<file path="src/design/vnp_pkg.sv">
// Package with the shared types and constants of the vector norm and projection engine.
`default_nettype none

package vnp_pkg;

    localparam int ELEM_W = 16;
    localparam int ACC_W = 48;
    localparam int FRAC_W = 16;
    localparam int SRC_W = ACC_W + FRAC_W;
    localparam int REM_W = 50;
    localparam int ROOT_W = SRC_W / 2;

    localparam logic [ACC_W-1:0] S48_MAX = {1'b0, {(ACC_W-1){1'b1}}};
    localparam logic [ACC_W-1:0] S48_MIN = {1'b1, {(ACC_W-1){1'b0}}};
    localparam logic [ACC_W-1:0] U48_MAX = {ACC_W{1'b1}};

    localparam logic [5:0] SQRT_STEPS_M1 = 6'(ROOT_W - 1);
    localparam logic [5:0] DIV_STEPS_M1 = 6'(SRC_W - 1);

    localparam logic REG_MODE = 1'b0;
    localparam logic REG_USE_REF = 1'b1;

    typedef enum logic [1:0] {
        MODE_SQ_DIST,
        MODE_DIST,
        MODE_SCALAR_PROJ,
        MODE_PROJ_SCALE
    } mode_t;

    typedef enum logic [3:0] {
        ST_IDLE,
        ST_MUL_D,
        ST_MUL_V,
        ST_MUL_UV,
        ST_ACC_DOT,
        ST_FINISH,
        ST_SQRT,
        ST_SQRT_END,
        ST_DIV,
        ST_DIV_END,
        ST_OUT
    } state_t;

endpackage

`default_nettype wire

</file>
<file path="src/design/vector_norm_projection_engine.sv">
// Vector norm and projection engine: element accumulation and shared root/divide unit.
// An element item is accepted in idle and passes MUL_D, MUL_V, MUL_UV and ACC_DOT;
// the shared 17x17 multiplier forms three products, each added into its accumulator
// in the next state. After a last item the root runs in distance mode, the root and then
// the divide in scalar projection mode and the divide in projection scale mode; one shared
// shift-and-subtract unit runs 32 root steps and 64 quotient steps.
// Reset clears the accumulators, sets mode to squared distance and enables the reference.
`default_nettype none

module vector_norm_projection_engine (
    input  wire logic               clk,
    input  wire logic               rst_n,
    input  wire logic               psel,
    input  wire logic               penable,
    input  wire logic               pwrite,
    input  wire logic [2:0]         paddr,
    input  wire logic [31:0]        pwdata,
    output logic      [31:0]        prdata,
    output logic                    pready,
    input  wire logic               in_valid,
    output logic                    in_ready,
    input  wire logic signed [15:0] v_elem,
    input  wire logic signed [15:0] u_elem,
    input  wire logic               last,
    output logic                    out_valid,
    input  wire logic               out_ready,
    output logic signed [47:0]      value,
    output logic                    zero_divisor
);

    vnp_pkg::state_t state_reg, state_next;
    vnp_pkg::mode_t  mode_reg;
    logic            use_ref_reg;

    logic signed [15:0] v_reg, u_reg;
    logic               last_reg;
    logic signed [33:0] prod_reg;

    logic [47:0]        diff_reg, diff_next;
    logic [47:0]        vss_reg, vss_next;
    logic signed [47:0] dot_reg, dot_next;

    logic [49:0] rem_reg, rem_next;
    logic [63:0] src_reg, src_next;
    logic [63:0] quo_reg, quo_next;
    logic [47:0] den_reg, den_next;
    logic [5:0]  cnt_reg, cnt_next;
    logic        neg_reg, neg_next;

    logic [47:0] res_value_reg, res_value_next;
    logic        res_zero_reg, res_zero_next;

    logic        out_valid_reg, out_valid_next;
    logic [47:0] value_reg, value_next;
    logic        zero_reg, zero_next;

    logic               cfg_write;
    logic               in_accept;
    logic signed [16:0] diff_elem;
    logic signed [16:0] mul_a, mul_b;
    logic signed [33:0] mul_p;
    logic [48:0]        diff_sum, vss_sum;
    logic signed [48:0] dot_sum;
    logic [47:0]        dot_sat;
    logic [47:0]        sel_sum;
    logic [47:0]        dot_mag;
    logic               is_sqrt;
    logic [49:0]        shifted;
    logic [49:0]        sub_val;
    logic [50:0]        trial;
    logic               fits;
    logic               quo_ovf;
    logic [47:0]        div_value;

    assign pready = 1'b1;
    assign cfg_write = psel && penable && pwrite;
    assign prdata = (paddr[2] == vnp_pkg::REG_USE_REF) ? {31'b0, use_ref_reg}
                                                        : {30'b0, mode_reg};

    assign in_ready = (state_reg == vnp_pkg::ST_IDLE);
    assign in_accept = in_valid && in_ready;

    assign out_valid = out_valid_reg;
    assign value = value_reg;
    assign zero_divisor = zero_reg;

    assign diff_elem = {v_reg[15], v_reg} - {u_reg[15], u_reg};

    always_comb
    begin
        unique case (state_reg)
            vnp_pkg::ST_MUL_D:
            begin
                mul_a = diff_elem;
                mul_b = diff_elem;
            end
            vnp_pkg::ST_MUL_V:
            begin
                mul_a = {v_reg[15], v_reg};
                mul_b = {v_reg[15], v_reg};
            end
            default:
            begin
                mul_a = {v_reg[15], v_reg};
                mul_b = {u_reg[15], u_reg};
            end
        endcase
    end

    assign mul_p = mul_a * mul_b;

    assign diff_sum = {1'b0, diff_reg} + {16'b0, prod_reg[32:0]};
    assign vss_sum = {1'b0, vss_reg} + {16'b0, prod_reg[32:0]};
    assign dot_sum = {dot_reg[47], dot_reg} + {{15{prod_reg[33]}}, prod_reg};
    assign dot_sat = (dot_sum[48] != dot_sum[47])
                   ? (dot_sum[48] ? vnp_pkg::S48_MIN : vnp_pkg::S48_MAX)
                   : dot_sum[47:0];

    assign sel_sum = use_ref_reg ? diff_reg : vss_reg;
    assign dot_mag = dot_reg[47] ? (~dot_reg + 48'd1) : dot_reg;

    assign is_sqrt = (state_reg == vnp_pkg::ST_SQRT);
    assign shifted = is_sqrt ? {rem_reg[47:0], src_reg[63:62]} : {rem_reg[48:0], src_reg[63]};
    assign sub_val = is_sqrt ? {16'b0, quo_reg[31:0], 2'b01} : {2'b0, den_reg};
    assign trial = {1'b0, shifted} - {1'b0, sub_val};
    assign fits = !trial[50];

    assign quo_ovf = |quo_reg[63:47];
    assign div_value = neg_reg ? (quo_ovf ? vnp_pkg::S48_MIN : (~quo_reg[47:0] + 48'd1))
                               : (quo_ovf ? vnp_pkg::S48_MAX : quo_reg[47:0]);

    always_comb
    begin
        state_next = state_reg;
        diff_next = diff_reg;
        vss_next = vss_reg;
        dot_next = dot_reg;
        rem_next = rem_reg;
        src_next = src_reg;
        quo_next = quo_reg;
        den_next = den_reg;
        cnt_next = cnt_reg;
        neg_next = neg_reg;
        res_value_next = res_value_reg;
        res_zero_next = res_zero_reg;
        out_valid_next = out_valid_reg && !out_ready;
        value_next = value_reg;
        zero_next = zero_reg;

        unique case (state_reg)
            vnp_pkg::ST_IDLE:
            begin
                if (in_accept)
                begin
                    state_next = vnp_pkg::ST_MUL_D;
                end
            end
            vnp_pkg::ST_MUL_D:
            begin
                state_next = vnp_pkg::ST_MUL_V;
            end
            vnp_pkg::ST_MUL_V:
            begin
                diff_next = diff_sum[48] ? vnp_pkg::U48_MAX : diff_sum[47:0];
                state_next = vnp_pkg::ST_MUL_UV;
            end
            vnp_pkg::ST_MUL_UV:
            begin
                vss_next = vss_sum[48] ? vnp_pkg::U48_MAX : vss_sum[47:0];
                state_next = vnp_pkg::ST_ACC_DOT;
            end
            vnp_pkg::ST_ACC_DOT:
            begin
                dot_next = dot_sat;
                state_next = last_reg ? vnp_pkg::ST_FINISH : vnp_pkg::ST_IDLE;
            end
            vnp_pkg::ST_FINISH:
            begin
                rem_next = '0;
                quo_next = '0;
                neg_next = dot_reg[47];
                res_zero_next = 1'b0;
                res_value_next = '0;
                unique case (mode_reg)
                    vnp_pkg::MODE_SQ_DIST:
                    begin
                        res_value_next = sel_sum[47] ? vnp_pkg::S48_MAX : sel_sum;
                        state_next = vnp_pkg::ST_OUT;
                    end
                    vnp_pkg::MODE_DIST:
                    begin
                        src_next = {sel_sum, 16'b0};
                        cnt_next = vnp_pkg::SQRT_STEPS_M1;
                        state_next = vnp_pkg::ST_SQRT;
                    end
                    vnp_pkg::MODE_SCALAR_PROJ:
                    begin
                        src_next = {vss_reg, 16'b0};
                        cnt_next = vnp_pkg::SQRT_STEPS_M1;
                        state_next = vnp_pkg::ST_SQRT;
                    end
                    vnp_pkg::MODE_PROJ_SCALE:
                    begin
                        if (vss_reg == '0)
                        begin
                            res_zero_next = 1'b1;
                            state_next = vnp_pkg::ST_OUT;
                        end
                        else
                        begin
                            src_next = {dot_mag, 16'b0};
                            den_next = vss_reg;
                            cnt_next = vnp_pkg::DIV_STEPS_M1;
                            state_next = vnp_pkg::ST_DIV;
                        end
                    end
                endcase
            end
            vnp_pkg::ST_SQRT:
            begin
                rem_next = fits ? trial[49:0] : shifted;
                quo_next = {quo_reg[62:0], fits};
                src_next = {src_reg[61:0], 2'b00};
                cnt_next = cnt_reg - 6'd1;
                if (cnt_reg == '0)
                begin
                    state_next = vnp_pkg::ST_SQRT_END;
                end
            end
            vnp_pkg::ST_SQRT_END:
            begin
                if (mode_reg == vnp_pkg::MODE_DIST)
                begin
                    res_value_next = {16'b0, quo_reg[31:0]};
                    state_next = vnp_pkg::ST_OUT;
                end
                else if (quo_reg[31:0] == '0)
                begin
                    res_zero_next = 1'b1;
                    state_next = vnp_pkg::ST_OUT;
                end
                else
                begin
                    rem_next = '0;
                    src_next = {dot_mag, 16'b0};
                    den_next = {16'b0, quo_reg[31:0]};
                    quo_next = '0;
                    cnt_next = vnp_pkg::DIV_STEPS_M1;
                    state_next = vnp_pkg::ST_DIV;
                end
            end
            vnp_pkg::ST_DIV:
            begin
                rem_next = fits ? trial[49:0] : shifted;
                quo_next = {quo_reg[62:0], fits};
                src_next = {src_reg[62:0], 1'b0};
                cnt_next = cnt_reg - 6'd1;
                if (cnt_reg == '0)
                begin
                    state_next = vnp_pkg::ST_DIV_END;
                end
            end
            vnp_pkg::ST_DIV_END:
            begin
                res_value_next = div_value;
                state_next = vnp_pkg::ST_OUT;
            end
            vnp_pkg::ST_OUT:
            begin
                if (!out_valid_reg || out_ready)
                begin
                    out_valid_next = 1'b1;
                    value_next = res_value_reg;
                    zero_next = res_zero_reg;
                    diff_next = '0;
                    vss_next = '0;
                    dot_next = '0;
                    state_next = vnp_pkg::ST_IDLE;
                end
            end
            default:
            begin
                state_next = vnp_pkg::ST_IDLE;
            end
        endcase
    end

    always_ff @(posedge clk or negedge rst_n)
    begin
        if (!rst_n)
        begin
            state_reg <= vnp_pkg::ST_IDLE;
            mode_reg <= vnp_pkg::MODE_SQ_DIST;
            use_ref_reg <= 1'b1;
            diff_reg <= '0;
            vss_reg <= '0;
            dot_reg <= '0;
            out_valid_reg <= 1'b0;
        end
        else
        begin
            state_reg <= state_next;
            diff_reg <= diff_next;
            vss_reg <= vss_next;
            dot_reg <= dot_next;
            out_valid_reg <= out_valid_next;
            if (cfg_write)
            begin
                if (paddr[2] == vnp_pkg::REG_MODE)
                begin
                    mode_reg <= vnp_pkg::mode_t'(pwdata[1:0]);
                end
                else
                begin
                    use_ref_reg <= pwdata[0];
                end
            end
        end
    end

    always_ff @(posedge clk)
    begin
        if (in_accept)
        begin
            v_reg <= v_elem;
            u_reg <= u_elem;
            last_reg <= last;
        end
        prod_reg <= mul_p;
        rem_reg <= rem_next;
        src_reg <= src_next;
        quo_reg <= quo_next;
        den_reg <= den_next;
        cnt_reg <= cnt_next;
        neg_reg <= neg_next;
        res_value_reg <= res_value_next;
        res_zero_reg <= res_zero_next;
        value_reg <= value_next;
        zero_reg <= zero_next;
    end

    a_zero_value: assert property (@(posedge clk) disable iff (!rst_n)
        out_valid && zero_divisor |-> value == '0)
        else $error("zero divisor result carries a nonzero value");

    a_zero_mode: assert property (@(posedge clk) disable iff (!rst_n)
        out_valid && zero_divisor |->
            (mode_reg == vnp_pkg::MODE_SCALAR_PROJ || mode_reg == vnp_pkg::MODE_PROJ_SCALE))
        else $error("zero divisor flag raised in a distance mode");

    a_dist_nonneg: assert property (@(posedge clk) disable iff (!rst_n)
        out_valid && (mode_reg == vnp_pkg::MODE_SQ_DIST || mode_reg == vnp_pkg::MODE_DIST)
            |-> !value[47])
        else $error("distance result is negative");

    a_busy_after_accept: assert property (@(posedge clk) disable iff (!rst_n)
        in_valid && in_ready |=> !in_ready)
        else $error("item accepted while the previous item is still in the multiplier");

endmodule

`default_nettype wire
</file>
<file path="config.mk">
export PLATFORM = sky130hd
export DESIGN_NAME = vector_norm_projection_engine
export DESIGN_NICKNAME = d
export VERILOG_FILES = /design/src/design/vnp_pkg.sv /design/src/design/vector_norm_projection_engine.sv
export SDC_FILE = /design/constraint.sdc
export NUM_CORES = 2
export LEC_CHECK = 0
export BUFFER_PORTS_ARGS = -buffer_cell sky130_fd_sc_hd__buf_2
export CORE_UTILIZATION = 55
export CTS_BUF_LIST = sky130_fd_sc_hd__clkbuf_2
export DETAILED_ROUTE_END_ITERATION = 16
export PLACE_DENSITY_LB_ADDON = 0.05
export SYNTH_ARGS = -nofsm -noshare
export SYNTH_HDL_FRONTEND = slang
export SYNTH_SLANG_ARGS = --single-unit
</file>
<file path="constraint.sdc">
create_clock -name clk -period 22.2 [get_ports clk]
set_clock_uncertainty 0.2 [all_clocks]
set_input_delay 2.22 -clock clk [delete_from_list [all_inputs] [get_ports clk]]
set_output_delay 2.22 -clock clk [all_outputs]
set_load 0.05 [all_outputs]
</file>
==> run summary <==
outcome: finished, final reports clean
cell taking the most area after synthesis: edfxtp_1
core region area: 0.0851 mm^2
Finished Core Util: 58.9%
DR WL/cell: 22.5 um
CTS tree: built
top cell type's share of synthesized area: 22.1%
FF+latch count, synth: 533
first-pass GRT wire length: 230000 um
final hold vios: 0
Commonest cells post-synth: nand2_1 (744), a21oi_1 (465), inv_1 (431), nor2_1 (411), edfxtp_1 (347)
gr ovfl total: 0
post-synth cell types: 89
Layout fillers: 7886
highest-delay cell along the critical path: a2111oi_0
TritonCTS Buffers: 148
maxcap violations: 0
R2R depth: 34
Yosys warnings: 0
Starting Density: 55.4%
Die ar.: 0.0870 mm^2
RSZ-0062 raised after global routing: false
sequential share of the synthesized area: 31.6%
clock-pin slew on the worst setup and hold paths: 110 ps
Final min period: 10060 ps
mean post-synth cell area: 8.80 um^2
worst setup path start: v_reg[0]$_DFFE_PP_
Setup TNS: 0 ps
Post-synth top flop: edfxtp_1
final net count: 6054
Worst EP required: 23360 ps
share of layout cells above drive strength 1: 8.99%
Tightest Pin Transition: 1360 ps
root buffer cell: clkbuf_2
max reg flops: 64
Post-DP HPWL: 111000 um
row count: 107
most frequent cell after synthesis: nand2_1
CTS resizes: 0
DRC violation total after the first TritonRoute iteration: 3928
DIE WIDTH: 295 um
CP Capture Point: prod_reg[32]$_DFF_P_
Slew Viols, Final: 0
Worst Hold Class: flip-flop to flip-flop
routed wire length: 150000 um
CTS Sinks: 533
synthesized instance count: 5365
Post-Syn Area: 0.0472 mm^2
Ports: 159
routability-driven placement congestion ratio: 1.03
Vias: 40965
clock buffer depth: 3
arrival time at the worst endpoint: 11220 ps
routed vias/inst: 6.13
pin count of the biggest net entering global routing: 85
Setup Fix Bufs, Post-CTS: 0
Die Ht: 295 um
R2R Setup Slk: 12140 ps
headroom to the max-slew limit: 9.11%
critical path fanouts, max: 17
Post-route DRC: 0
R2R Path Start: v_reg[0]$_DFFE_PP_
Crit. End Element: flip-flop
Tcrit/Tclk final: 45.3%
Port Buf Inserts: 95
vias in the first global route: 39101
Worst path most repeated cell: fa_1
Synth area leaders: edfxtp_1 (22%), fa_1 (13%), dfrtp_1 (8.0%), ha_1 (7.2%), nand2_1 (5.9%)
htree depth: 4
Routed Antenna Nets: 0
Area Overhead vs Synth: 6.18%
Post-synth EDFFs: 347
Total GRT Usage: 35.0%
drt pass-1 iters: 6
endpoints failing setup: 0
CTS hold repair buffers: 0
slowest cell delay on critical path: 740 ps
Skew-Pair Late Insertion Delay: 1560 ps
Async S/R FF share, synth: 28.5%
R2R Path End: prod_reg[32]$_DFF_P_
CP startpoint kind: flip-flop
initial antenna violation count: 11
Worst Setup Path Type: flip-flop to flip-flop
highest clock rate: 99.4 MHz
==> cells by family after synthesis <==
kind of cell	Yosys count	share of synthesized area, %
AO/OA/AOI/OAI	1442	19.3
XOR/XNOR	237	4.40
other	2	0.0159
multiplexers	58	1.24
flip-flops	533	31.6
adder cells (fa/ha/maj)	573	20.0
AND/OR/NAND/NOR	1777	17.3
buffers and inverters	743	6.18
==> cell usage in the layout (no fill, tap or decap), types with 151 or more instances in the layout <==
master,Yosys,final
nand2_1,744,740
a21oi_1,465,463
inv_1,431,431
nor2_1,411,407
edfxtp_1,347,347
fa_1,301,301
o21ai_0,294,293
ha_1,272,270
clkbuf_2,0,223
xnor2_1,156,155
dfrtp_1,151,151
==> critical path: cells and delay by family, from the launching register on <==
family,cells,cell delay [ps]
buffers and inverters,6,340
XOR/XNOR,1,150
AO/OA/AOI/OAI,12,3780
AND/OR/NAND/NOR,6,1090
adder cells (fa/ha/maj),9,3830
flip-flops,1,490
==> per-layer routing <==
| metal | global-route usage, % | part of all wire [%] | vias to the layer above |
|---|---|---|---|
| met3 | 7.51 | 9.2 | 311 |
| li1 | - | - | 19005 |
| met1 | 47.1 | 41 | 19877 |
| met5 | 0 | 0.0086 | - |
| met4 | 18.3 | 5.4 | 2 |
| met2 | 52.9 | 44 | 1770 |
==> through the flow <==
stage / hold WS [ps] / cell area [um^2] / std cells / worst slack (ps)
finish: 210 / 50100 / 6679 / 12140
global placement: 204 / 48700 / 6400 / 12410
detailed placement: 205 / 48700 / 6400 / 12350
CTS: 206 / 50100 / 6670 / 12200
global route: 206 / 50100 / 6673 / 11500
floorplan: 200 / 47300 / 5394 / 11030
==> worst min path at each step <==
| stage | from | endpoint | slack (ps) | cells past startpoint |
|---|---|---|---|---|
| detailed placement | res_value_reg[0]$_DFFE_PP_ | value[0]$_DFFE_PP_ | 200 | 0 |
| global route | res_value_reg[14]$_DFFE_PP_ | value[14]$_DFFE_PP_ | 210 | 0 |
| finish | res_value_reg[21]$_DFFE_PP_ | value[21]$_DFFE_PP_ | 210 | 0 |
| CTS | res_value_reg[14]$_DFFE_PP_ | value[14]$_DFFE_PP_ | 210 | 0 |
| floorplan | res_value_reg[0]$_DFFE_PP_ | value[0]$_DFFE_PP_ | 200 | 0 |
| global placement | res_value_reg[8]$_DFFE_PP_ | value[8]$_DFFE_PP_ | 200 | 0 |
==> area by class of cell <==
type                            instances  area [um^2]  area share [%]
Antenna cell                            9         22.5          0.0449
Clock buffer                          223         1120            2.23
Clock inverter                         47          246           0.492
Inverter                              432         1620            3.24
Multi-Input combinational cell       4118        29700            59.3
Sequential cell                       533        14900            29.7
Tap cell                             1144         1430            2.86
Timing Repair Buffer                  173         1070            2.13
Power is not shown: default switching activity piles up to over one toggle a cycle in this logic, so the estimate is an artifact.
